<file path="config.mk">
export PLATFORM = sky130hd
export DESIGN_NAME = challenge_nonce_table_core
export DESIGN_NICKNAME = d
export VERILOG_FILES = /design/src/sv/cnt_pkg.sv /design/src/sv/cnt_ram.sv /design/src/sv/cnt_slot_eval.sv /design/src/sv/challenge_nonce_table_core.sv
export SDC_FILE = /design/constraint.sdc
export NUM_CORES = 2
export LEC_CHECK = 0
export BUFFER_PORTS_ARGS = -buffer_cell sky130_fd_sc_hd__buf_2
export CAP_MARGIN = 30
export CORE_MARGIN = 2
export CORE_UTILIZATION = 61
export DETAILED_ROUTE_END_ITERATION = 12
export PLACE_DENSITY = 0.79
export SKIP_LAST_GASP = 1
export SLEW_MARGIN = 20
export SYNTH_ARGS = -nofsm -noshare
export SYNTH_HDL_FRONTEND = slang
export SYNTH_HIERARCHICAL = 1
export SYNTH_SLANG_ARGS = --single-unit
</file>
<file path="constraint.sdc">
create_clock -name clock -period 22.6 [get_ports clock]
set_input_delay 2.26 -clock clock [delete_from_list [all_inputs] [get_ports clock]]
set_output_delay 2.26 -clock clock [all_outputs]
set_load 0.01 [all_outputs]
</file>
<file path="src/sv/cnt_pkg.sv">
// ----------------------------------------------------------------------------
// cnt_pkg: challenge nonce table shared types and constants
// Widths of the stored key, challenge and time fields, and the per-slot
// result of the slot evaluator.
// ----------------------------------------------------------------------------
`default_nettype none

package cnt_pkg;

   localparam int KEY_W       = 256;
   localparam int CHAL_W      = 64;
   localparam int TIME_W      = 32;
   localparam int SLOT_USED_W = 3;

   localparam logic [TIME_W-1:0] LIFETIME_RESET = 32'd120000;

   typedef logic [KEY_W-1:0]  key_type;
   typedef logic [CHAL_W-1:0] chal_type;
   typedef logic [TIME_W-1:0] time_type;

   typedef struct packed {
      logic     live;
      logic     key_hit;
      logic     chal_hit;
      time_type age;
   } eval_type;

endpackage

`default_nettype wire

</file>
<file path="src/sv/cnt_ram.sv">
// ----------------------------------------------------------------------------
// cnt_ram: generic simple dual-port RAM
// One write port, one read port with registered read data.
// ----------------------------------------------------------------------------
`default_nettype none

module cnt_ram #(
   parameter int WIDTH = 64,
   parameter int DEPTH = 8
) (
   input  wire logic                                  clock,
   input  wire logic                                  wr_en,
   input  wire logic [(DEPTH > 1 ? $clog2(DEPTH) : 1)-1:0] wr_addr,
   input  wire logic [WIDTH-1:0]                      wr_data,
   input  wire logic [(DEPTH > 1 ? $clog2(DEPTH) : 1)-1:0] rd_addr,
   output logic      [WIDTH-1:0]                      rd_data
);

   logic [WIDTH-1:0] mem_ff [DEPTH];

   always_ff @(posedge clock) begin
      if (wr_en) begin
         mem_ff[wr_addr] <= wr_data;
      end
      rd_data <= mem_ff[rd_addr];
   end

endmodule

`default_nettype wire

</file>
<file path="src/sv/cnt_slot_eval.sv">
// ----------------------------------------------------------------------------
// cnt_slot_eval: per-slot compare unit
// Computes the age of one slot, checks expiry against the lifetime and
// compares stored key and challenge with the request.
// ----------------------------------------------------------------------------
`default_nettype none

module cnt_slot_eval
   import cnt_pkg::*;
(
   input  wire logic     time_valid,
   input  wire time_type time_rd,
   input  wire key_type  key_rd,
   input  wire chal_type chal_rd,
   input  wire time_type now_ms,
   input  wire key_type  key,
   input  wire chal_type cmp,
   input  wire time_type lifetime,
   output eval_type      result
);

   time_type t;

   always_comb begin
      t               = time_valid ? time_rd : '0;
      result.age      = now_ms - t;
      result.live     = (t != '0) && !(result.age > lifetime);
      result.key_hit  = result.live && (key_rd == key);
      result.chal_hit = result.key_hit && (chal_rd == cmp);
   end

endmodule

`default_nettype wire

</file>
<file path="src/sv/challenge_nonce_table_core.sv">
// ----------------------------------------------------------------------------
// challenge_nonce_table_core: nonce cache with expiry and oldest replacement
// A request taken in idle steps through a read state and an evaluate state
// per slot via the registered-read slot RAMs, then a claim state; the result
// strobe is registered from the claim state. Busy stays high until the core
// is back in idle, so a new request waits for the last. The receiver cannot
// stall. Synchronous reset empties all slots at once through per-slot valid
// bits and restores the lifetime to 120000.
// ----------------------------------------------------------------------------
`default_nettype none

module challenge_nonce_table_core
   import cnt_pkg::*;
#(
   parameter int SLOTS = 8
) (
   input  wire logic                    clock,
   input  wire logic                    reset,
   input  wire logic                    start,
   output logic                         busy,
   input  wire logic [TIME_W-1:0]       req_now_ms,
   input  wire logic [63:0]             req_key_word0,
   input  wire logic [63:0]             req_key_word1,
   input  wire logic [63:0]             req_key_word2,
   input  wire logic [63:0]             req_key_word3,
   input  wire logic [CHAL_W-1:0]       req_offered_challenge,
   input  wire logic [CHAL_W-1:0]       req_fresh_random,
   output logic                         rsp_valid,
   output logic                         rsp_challenge_valid,
   output logic [CHAL_W-1:0]            rsp_next_challenge,
   output logic [SLOT_USED_W-1:0]       rsp_slot_used,
   input  wire logic                    csr_valid,
   output logic                         csr_ready,
   input  wire logic [TIME_W-1:0]       csr_challenge_lifetime
);

   localparam int IDX_W = (SLOTS > 1) ? $clog2(SLOTS) : 1;

   localparam logic [1:0] ST_IDLE  = 2'd0;
   localparam logic [1:0] ST_READ  = 2'd1;
   localparam logic [1:0] ST_EVAL  = 2'd2;
   localparam logic [1:0] ST_CLAIM = 2'd3;

   logic [1:0]       state_ff, state_in;
   logic [IDX_W-1:0] idx_ff, idx_in;
   time_type         now_ff;
   key_type          key_ff;
   chal_type         cmp_ff, cmp_in;
   chal_type         fresh_ff;
   time_type         life_ff;
   logic [SLOTS-1:0] tvalid_ff, tvalid_in;
   logic             hit_ff, hit_in;
   logic [IDX_W-1:0] used_ff, used_in;
   logic             key_found_ff, key_found_in;
   logic [IDX_W-1:0] key_slot_ff, key_slot_in;
   logic             empty_found_ff, empty_found_in;
   logic [IDX_W-1:0] empty_idx_ff, empty_idx_in;
   time_type         oldest_ff, oldest_in;
   logic [IDX_W-1:0] oldest_idx_ff, oldest_idx_in;
   logic             rsp_valid_ff;
   logic             rsp_hit_ff;
   chal_type         rsp_chal_ff;
   logic [SLOT_USED_W-1:0] rsp_used_ff;

   logic             accept;
   logic             last_slot;
   logic [IDX_W-1:0] claim_idx;
   logic [IDX_W-1:0] wr_addr;
   logic             key_we;
   logic             slot_we;
   key_type          key_rd;
   chal_type         chal_rd;
   time_type         time_rd;
   eval_type         ev;

   assign busy      = (state_ff != ST_IDLE);
   assign accept    = start && !busy;
   assign csr_ready = 1'b1;
   assign last_slot = (idx_ff == IDX_W'(SLOTS - 1));

   assign claim_idx = key_found_ff   ? key_slot_ff :
                      empty_found_ff ? empty_idx_ff : oldest_idx_ff;

   assign wr_addr = (state_ff == ST_CLAIM) ? claim_idx : idx_ff;
   assign key_we  = (state_ff == ST_CLAIM) && !hit_ff;
   assign slot_we = key_we || ((state_ff == ST_EVAL) && ev.chal_hit);

   cnt_ram #(.WIDTH(KEY_W), .DEPTH(SLOTS)) u_key_ram (
      .clock   (clock),
      .wr_en   (key_we),
      .wr_addr (wr_addr),
      .wr_data (key_ff),
      .rd_addr (idx_ff),
      .rd_data (key_rd)
   );

   cnt_ram #(.WIDTH(CHAL_W), .DEPTH(SLOTS)) u_chal_ram (
      .clock   (clock),
      .wr_en   (slot_we),
      .wr_addr (wr_addr),
      .wr_data (fresh_ff),
      .rd_addr (idx_ff),
      .rd_data (chal_rd)
   );

   cnt_ram #(.WIDTH(TIME_W), .DEPTH(SLOTS)) u_time_ram (
      .clock   (clock),
      .wr_en   (slot_we),
      .wr_addr (wr_addr),
      .wr_data (now_ff),
      .rd_addr (idx_ff),
      .rd_data (time_rd)
   );

   cnt_slot_eval u_eval (
      .time_valid (tvalid_ff[idx_ff]),
      .time_rd    (time_rd),
      .key_rd     (key_rd),
      .chal_rd    (chal_rd),
      .now_ms     (now_ff),
      .key        (key_ff),
      .cmp        (cmp_ff),
      .lifetime   (life_ff),
      .result     (ev)
   );

   always_comb begin
      state_in       = state_ff;
      idx_in         = idx_ff;
      cmp_in         = cmp_ff;
      tvalid_in      = tvalid_ff;
      hit_in         = hit_ff;
      used_in        = used_ff;
      key_found_in   = key_found_ff;
      key_slot_in    = key_slot_ff;
      empty_found_in = empty_found_ff;
      empty_idx_in   = empty_idx_ff;
      oldest_in      = oldest_ff;
      oldest_idx_in  = oldest_idx_ff;
      unique case (state_ff)
         ST_IDLE: begin
            if (accept) begin
               state_in       = ST_READ;
               idx_in         = '0;
               cmp_in         = req_offered_challenge;
               hit_in         = 1'b0;
               used_in        = '0;
               key_found_in   = 1'b0;
               key_slot_in    = '0;
               empty_found_in = 1'b0;
               empty_idx_in   = '0;
               oldest_in      = '0;
               oldest_idx_in  = '0;
            end
         end
         ST_READ: begin
            state_in = ST_EVAL;
         end
         ST_EVAL: begin
            if (!ev.live) begin
               tvalid_in[idx_ff] = 1'b0;
               if (!empty_found_ff) begin
                  empty_found_in = 1'b1;
                  empty_idx_in   = idx_ff;
               end
            end else if (ev.age > oldest_ff) begin
               oldest_in     = ev.age;
               oldest_idx_in = idx_ff;
            end
            if (ev.key_hit) begin
               key_found_in = 1'b1;
               key_slot_in  = idx_ff;
            end
            if (ev.chal_hit) begin
               hit_in            = 1'b1;
               used_in           = idx_ff;
               cmp_in            = fresh_ff;
               tvalid_in[idx_ff] = 1'b1;
            end
            if (last_slot) begin
               state_in = ST_CLAIM;
            end else begin
               idx_in   = idx_ff + 1'b1;
               state_in = ST_READ;
            end
         end
         ST_CLAIM: begin
            if (!hit_ff) begin
               tvalid_in[claim_idx] = 1'b1;
            end
            state_in = ST_IDLE;
         end
         default: begin
            state_in = ST_IDLE;
         end
      endcase
   end

   always_ff @(posedge clock) begin
      if (reset) begin
         state_ff     <= ST_IDLE;
         tvalid_ff    <= '0;
         life_ff      <= LIFETIME_RESET;
         rsp_valid_ff <= 1'b0;
      end else begin
         state_ff     <= state_in;
         tvalid_ff    <= tvalid_in;
         rsp_valid_ff <= (state_ff == ST_CLAIM);
         if (csr_valid && csr_ready) begin
            life_ff <= csr_challenge_lifetime;
         end
      end
   end

   always_ff @(posedge clock) begin
      idx_ff         <= idx_in;
      cmp_ff         <= cmp_in;
      hit_ff         <= hit_in;
      used_ff        <= used_in;
      key_found_ff   <= key_found_in;
      key_slot_ff    <= key_slot_in;
      empty_found_ff <= empty_found_in;
      empty_idx_ff   <= empty_idx_in;
      oldest_ff      <= oldest_in;
      oldest_idx_ff  <= oldest_idx_in;
      if (accept) begin
         now_ff   <= req_now_ms;
         key_ff   <= {req_key_word0, req_key_word1, req_key_word2, req_key_word3};
         fresh_ff <= req_fresh_random;
      end
      if (state_ff == ST_CLAIM) begin
         rsp_hit_ff  <= hit_ff;
         rsp_chal_ff <= fresh_ff;
         rsp_used_ff <= SLOT_USED_W'(hit_ff ? used_ff : claim_idx);
      end
   end

   assign rsp_valid           = rsp_valid_ff;
   assign rsp_challenge_valid = rsp_hit_ff;
   assign rsp_next_challenge  = rsp_chal_ff;
   assign rsp_slot_used       = rsp_used_ff;

`ifndef SYNTHESIS
   a_rsp_after_claim: assert property (@(posedge clock) disable iff (reset)
      rsp_valid |-> $past(state_ff == ST_CLAIM))
      else $error("result beat without a claim step");

   a_start_enters_scan: assert property (@(posedge clock) disable iff (reset)
      (start && !busy) |=> (state_ff == ST_READ) && (idx_ff == '0))
      else $error("accepted request did not start the scan at slot 0");

   a_no_claim_on_hit: assert property (@(posedge clock) disable iff (reset)
      ((state_ff == ST_CLAIM) && hit_ff) |-> !key_we)
      else $error("key written although the challenge matched");
`endif

endmodule

`default_nettype wire
</file>
After elaboration in Yosys (flattened, before gate mapping):

Memory sizes are Yosys's and may differ from the RTL's. A register that Yosys moved wholly into a read port is not among the register bits.
Cells that the tools add are included.
W data, S select, Z words.

* multiplexer cells: 50
* add/sub/neg operators: 2
* bitwise operators: 4
* order comparisons: 6
* reductions and logical operators: 24
* equality and inequality tests: 15

Operator list (number)
* $eq A256 B256 Y1: 1
* $mux W32: 4
* $mux W64: 2
* $pmux W64 S2: 1
* $eq A64 B64 Y1: 1
* $gt A32 B32 Y1: 2
* $pmux W32 S2: 1
* $mux W3: 12
* $mux W8: 4
* $reduce_bool A32 Y1: 1
* $sub A32 B32 Y32: 1
* $pmux W3 S2: 5
* $ne A2 B2 Y1 const B: 8
* $or A8 B8 Y8: 2
* $pmux W8 S2: 1
* $reduce_and A3 Y1: 4
* $mux W1: 11
* $and A8 B8 Y8: 1
* $logic_and A1 B1 Y1: 8
* $lt A3 B4 Y1 const B: 2
* $not A8 Y8: 1
* $pmux W2 S4: 1
* $reduce_and A4 Y1: 2
* $demux W1 S3: 2
* 14 further kinds: 23

* memories: 3
* bits in writable memories: 2816
* input bits: 452
* bits in registers: 577
* output and inout port bits: 71

Memory list
* u_key_ram.mem_ff: depth 8, width 256, rd ports 1, clocked after Yosys merged registers in 1, write ports 1, RTL line cnt_ram.sv:19 `logic [WIDTH-1:0] mem_ff [DEPTH];`
* u_chal_ram.mem_ff: depth 8, width 64, rd ports 1, clocked after Yosys merged registers in 1, write ports 1, RTL line cnt_ram.sv:19
* u_time_ram.mem_ff: depth 8, width 32, rd ports 1, clocked after Yosys merged registers in 1, write ports 1, RTL line cnt_ram.sv:19

Depth between registers and ports, before layout:

* word-level depth: 13
* mapped depth: 30
* mapped depth without buffers: 28

Modules after synthesis:

Netlist, hierarchy kept.

Modules (own cells, without submodules)
* cnt_ram (u_key_ram): area an instance 82039.9 µm², cells an instance 3227, times used 1
* cnt_ram (u_chal_ram): area an instance 20547.2 µm², cells an instance 816, times used 1
* challenge_nonce_table_core: area an instance 19886.6 µm², cells an instance 1117, times used 1
* cnt_ram (u_time_ram): area an instance 10466.3 µm², cells an instance 415, times used 1
* cnt_slot_eval: area an instance 6165.9 µm², cells an instance 840, times used 1

Least setup slack after synthesis:

OpenSTA, ideal clock, no wires.

* path type: reg2reg
* start: reg empty_found_ff
* end: mem u_key_ram/mem_ff[4][0] in the netlist's numbering (enable)
* arrival time: 18.558 ns
* stages on the path, launching flop included: 6
* path buffers: 0
* setup time: 1.186 ns
* path slack: 2.857 ns
* period minus slack after synthesis: 19.743 ns
* required time: 21.414 ns
* cells stage by stage: edfxtp_1 > mux2i_1 > o21a_1 > o21ai_0 > nand2_1 > nor3_1

* cells in the longest elaborated chain, start to end: 3

Ends and longest elaborated chain
* start: declaration: RTL line challenge_nonce_table_core.sv:56 `logic empty_found_ff, empty_found_in;`
* start signal: assignment: RTL line challenge_nonce_table_core.sv:222 `empty_found_ff <= empty_found_in;`
* $mux W3: RTL line challenge_nonce_table_core.sv:82 `empty_found_ff ? empty_idx_ff : oldest_idx_ff;`
* $mux W3: RTL line challenge_nonce_table_core.sv:81 `assign claim_idx = key_found_ff ? key_slot_ff :`
* $mux W3: RTL line challenge_nonce_table_core.sv:84 `assign wr_addr = (state_ff == ST_CLAIM) ? claim_idx : idx_ff;`
* named net wr_addr[2]: RTL line challenge_nonce_table_core.sv:68 `logic [IDX_W-1:0] wr_addr;`
* end: declaration: RTL line cnt_ram.sv:19

The timed path passes the listed nets, and every way through them passes these cells.

==> metrics <==
gp weighted congestion=0.883; Syn Nets=6,965; GRT overflow=0; most common cell in the synthesized netlist=edfxtp_1; pin count of the biggest net entering global routing=167; Fin. Hold Viols=0; CP required=23.22 ns; root buf cell=clkbuf_16; CTS tree=done; vias in the first global route=67,700; vias after detailed routing=66,700; Post-DRT Antenna Nets=0; Die Ht=482 µm; count of state elements after synthesis=3,745; postcts setup bufs=0; Highest Clock Rate=0.120 GHz; synth cell count leaders=3,350 x edfxtp_1, 666 x mux4_2, 395 x dfxtp_1; Final Skew=0.0874 ns; cell total after placement=9,817; Routed wire per std cell=30.6 µm; Tot GR Track Use=27.7%; Netlist cell types=67; clk sinks=3,745; Most used DFF post-synth=edfxtp_1; max-cap check violation count=0; Slew Limit Fails=0; Critical Path End Type=flip-flop; first-pass GRT wire length=464 mm; share of layout cells above drive strength 1=30.1%; Area contributors post-synth=edfxtp_1 72%, mux4_2 11%, dfxtp_1 5.7%, mux2_2 2.9%, xnor2_1 1.2%; H-tree depth=5; Non-Filler Instances=10,500; hold crit path type=flip-flop to flip-flop; fin util=69.5%; drt via density=6.34; DRC Markers=0; clock buffer depth=4; leak pwr=52.2 nW; status=complete, no violations; Largest stage delay, worst path=0.87 ns; Final Critical Period=8.33 ns; CP max FO=33; Worst Max-Slew Pin Slew=1.32 ns; Setup violations, final=0; Most Frequent Cell on Critical Path=a21oi_2; sequential-to-total area share from yosys stat=78.0%; fillers=12,800; startpoint types=flip-flop; die area=232,000 µm²; Post-synth EDFFs=3,350; Syn Std Cell Area=139,000 µm²; Hold Worst Slack=0.491 ns; CTS Buf Count=373; leading area contributor after synthesis=edfxtp_1; clk_lat worst skew=0.97 ns; post_cts resized=0; drt first-iter violations=7,868; buffers and inverters on the worst path=2; crit path kind=flip-flop to flip-flop; area of the multi-input gates=28,900 µm²; initial core utilization=61.3%; die boundary width=482 µm; FFs w/ async S/R, synth=0%; synth warn=6; antenna violations before repair=64; final net count=7,739; VDD IR-drop max=0.0769 mV; unrepaired setup endpoints after global routing=false; Port Buffers=521; Hold Buf Count CTS=0; IO Count=523; core area=227,000 µm²; Setup WS post-layout=14.27 ns; cell area power density=94.3 nW/µm²; register area=109,000 µm²; Pre-antenna DRT Iters=7; FP Rows=175; detailed placer's ending HPWL=183 mm; Mapped Avg Cell Area=21.7 µm²; Yosys top cell area share=72.3%; CP top delay family=simple AND/OR/NAND/NOR gates; critical path's slowest cell=edfxtp_1; post-route setup TNS=0 ns; drt total wl=322 mm; fin crit share=36.9%; clk slew on worst S/H paths=0.06 ns; Mapped Cells=6,415; Synth-to-Final Area Change=13.4%; Slew HR=12.1%; pre-CTS setup slack=14.33 ns; Worst Path Arrival=8.96 ns
==> cell usage in the layout, fill, tap and decap left out, types with 77 or more instances in the layout <==
cell       instances
buf_2            523
edfxtp_1        3350
clkbuf_1          78
xor2_1           132
clkbuf_16        381
clkinv_2          77
mux4_2           666
xnor2_1          193
dfxtp_1          395
nand2_1          276
ha_1              97
inv_1            102
mux2_2           353
==> final timing paths <==
path,depth (start not counted),start,slack [ns],end
setup reg to reg,27,idx_ff[2],14.27,u_chal_ram/mem_ff[0][47]
hold reg to reg,2,tvalid_ff[1],0.49,tvalid_ff[1]
setup / recovery,27,idx_ff[2],14.27,u_chal_ram/mem_ff[0][47]
hold / removal,2,tvalid_ff[1],0.49,tvalid_ff[1]
==> power by group <==
part / switching, mW / internal (mW) / total (mW)
Sequential: 0.165 / 7.72 / 7.88
Clock: 2.54 / 3.60 / 6.14
Combinational: 0.469 / 0.384 / 0.853
==> flip-flops by register name, summed over array words and instances (netlist names), 8 cells and up <==
register,flops
key_ff,256
cmp_ff,64
life_ff,32
tvalid_ff,8
now_ff,32
fresh_ff,64
u_key_ram/mem_ff,2048
rsp_next_challenge,64
u_time_ram/mem_ff,256
u_key_ram/rd_data,256
oldest_ff,32
u_chal_ram/rd_data,64
u_chal_ram/mem_ff,512
u_time_ram/rd_data,32
==> final cells by class <==
class                   count  area share [%]
diodes                     21          0.0333
clock buffers             488            6.48
clock inverters           187            1.20
inverters                 106           0.258
multi-input cells        2326            18.3
flip-flops and latches   3745            68.8
well taps                3009            2.39
repair buffers            637            2.56
==> per-layer routing <==
metal | global-route usage, % | share of wire [%]
met3 | 5.34 | 9.2
met4 | 10.4 | 4.1
met2 | 43.5 | 48
met1 | 39.5 | 38
met5 | 0 | 0.077
==> tightest hold or removal path, stage by stage (launching register included) <==
cell,delay (ns)
dfxtp_1,0.31
o21ai_0,0.06
a21oi_1,0.07
==> cell families (layout without fill, tap and decap cells) <==
logic type      Yosys count  in the layout  share of synthesized area [%]
buf+inv                 344           1418                           1.37
compound gates          213            213                           1.04
simple gates            602            602                           2.06
xor+xnor                325            325                           2.05
mux                    1087           1087                           14.6
fa+ha+maj                98             98                          0.887
other cells               1             22                        0.00270
flops                  3745           3745                           78.0
==> stage by stage <==
step                      power (mW)  area (µm²)
after detailed placement        8.86      145000
after global routing            15.3      158000
after global placement          8.82      145000
after CTS                       14.9      158000
after floorplan                 8.54      139000
final                           14.9      158000
No activity file was read; power rests on OpenSTA's default activity.
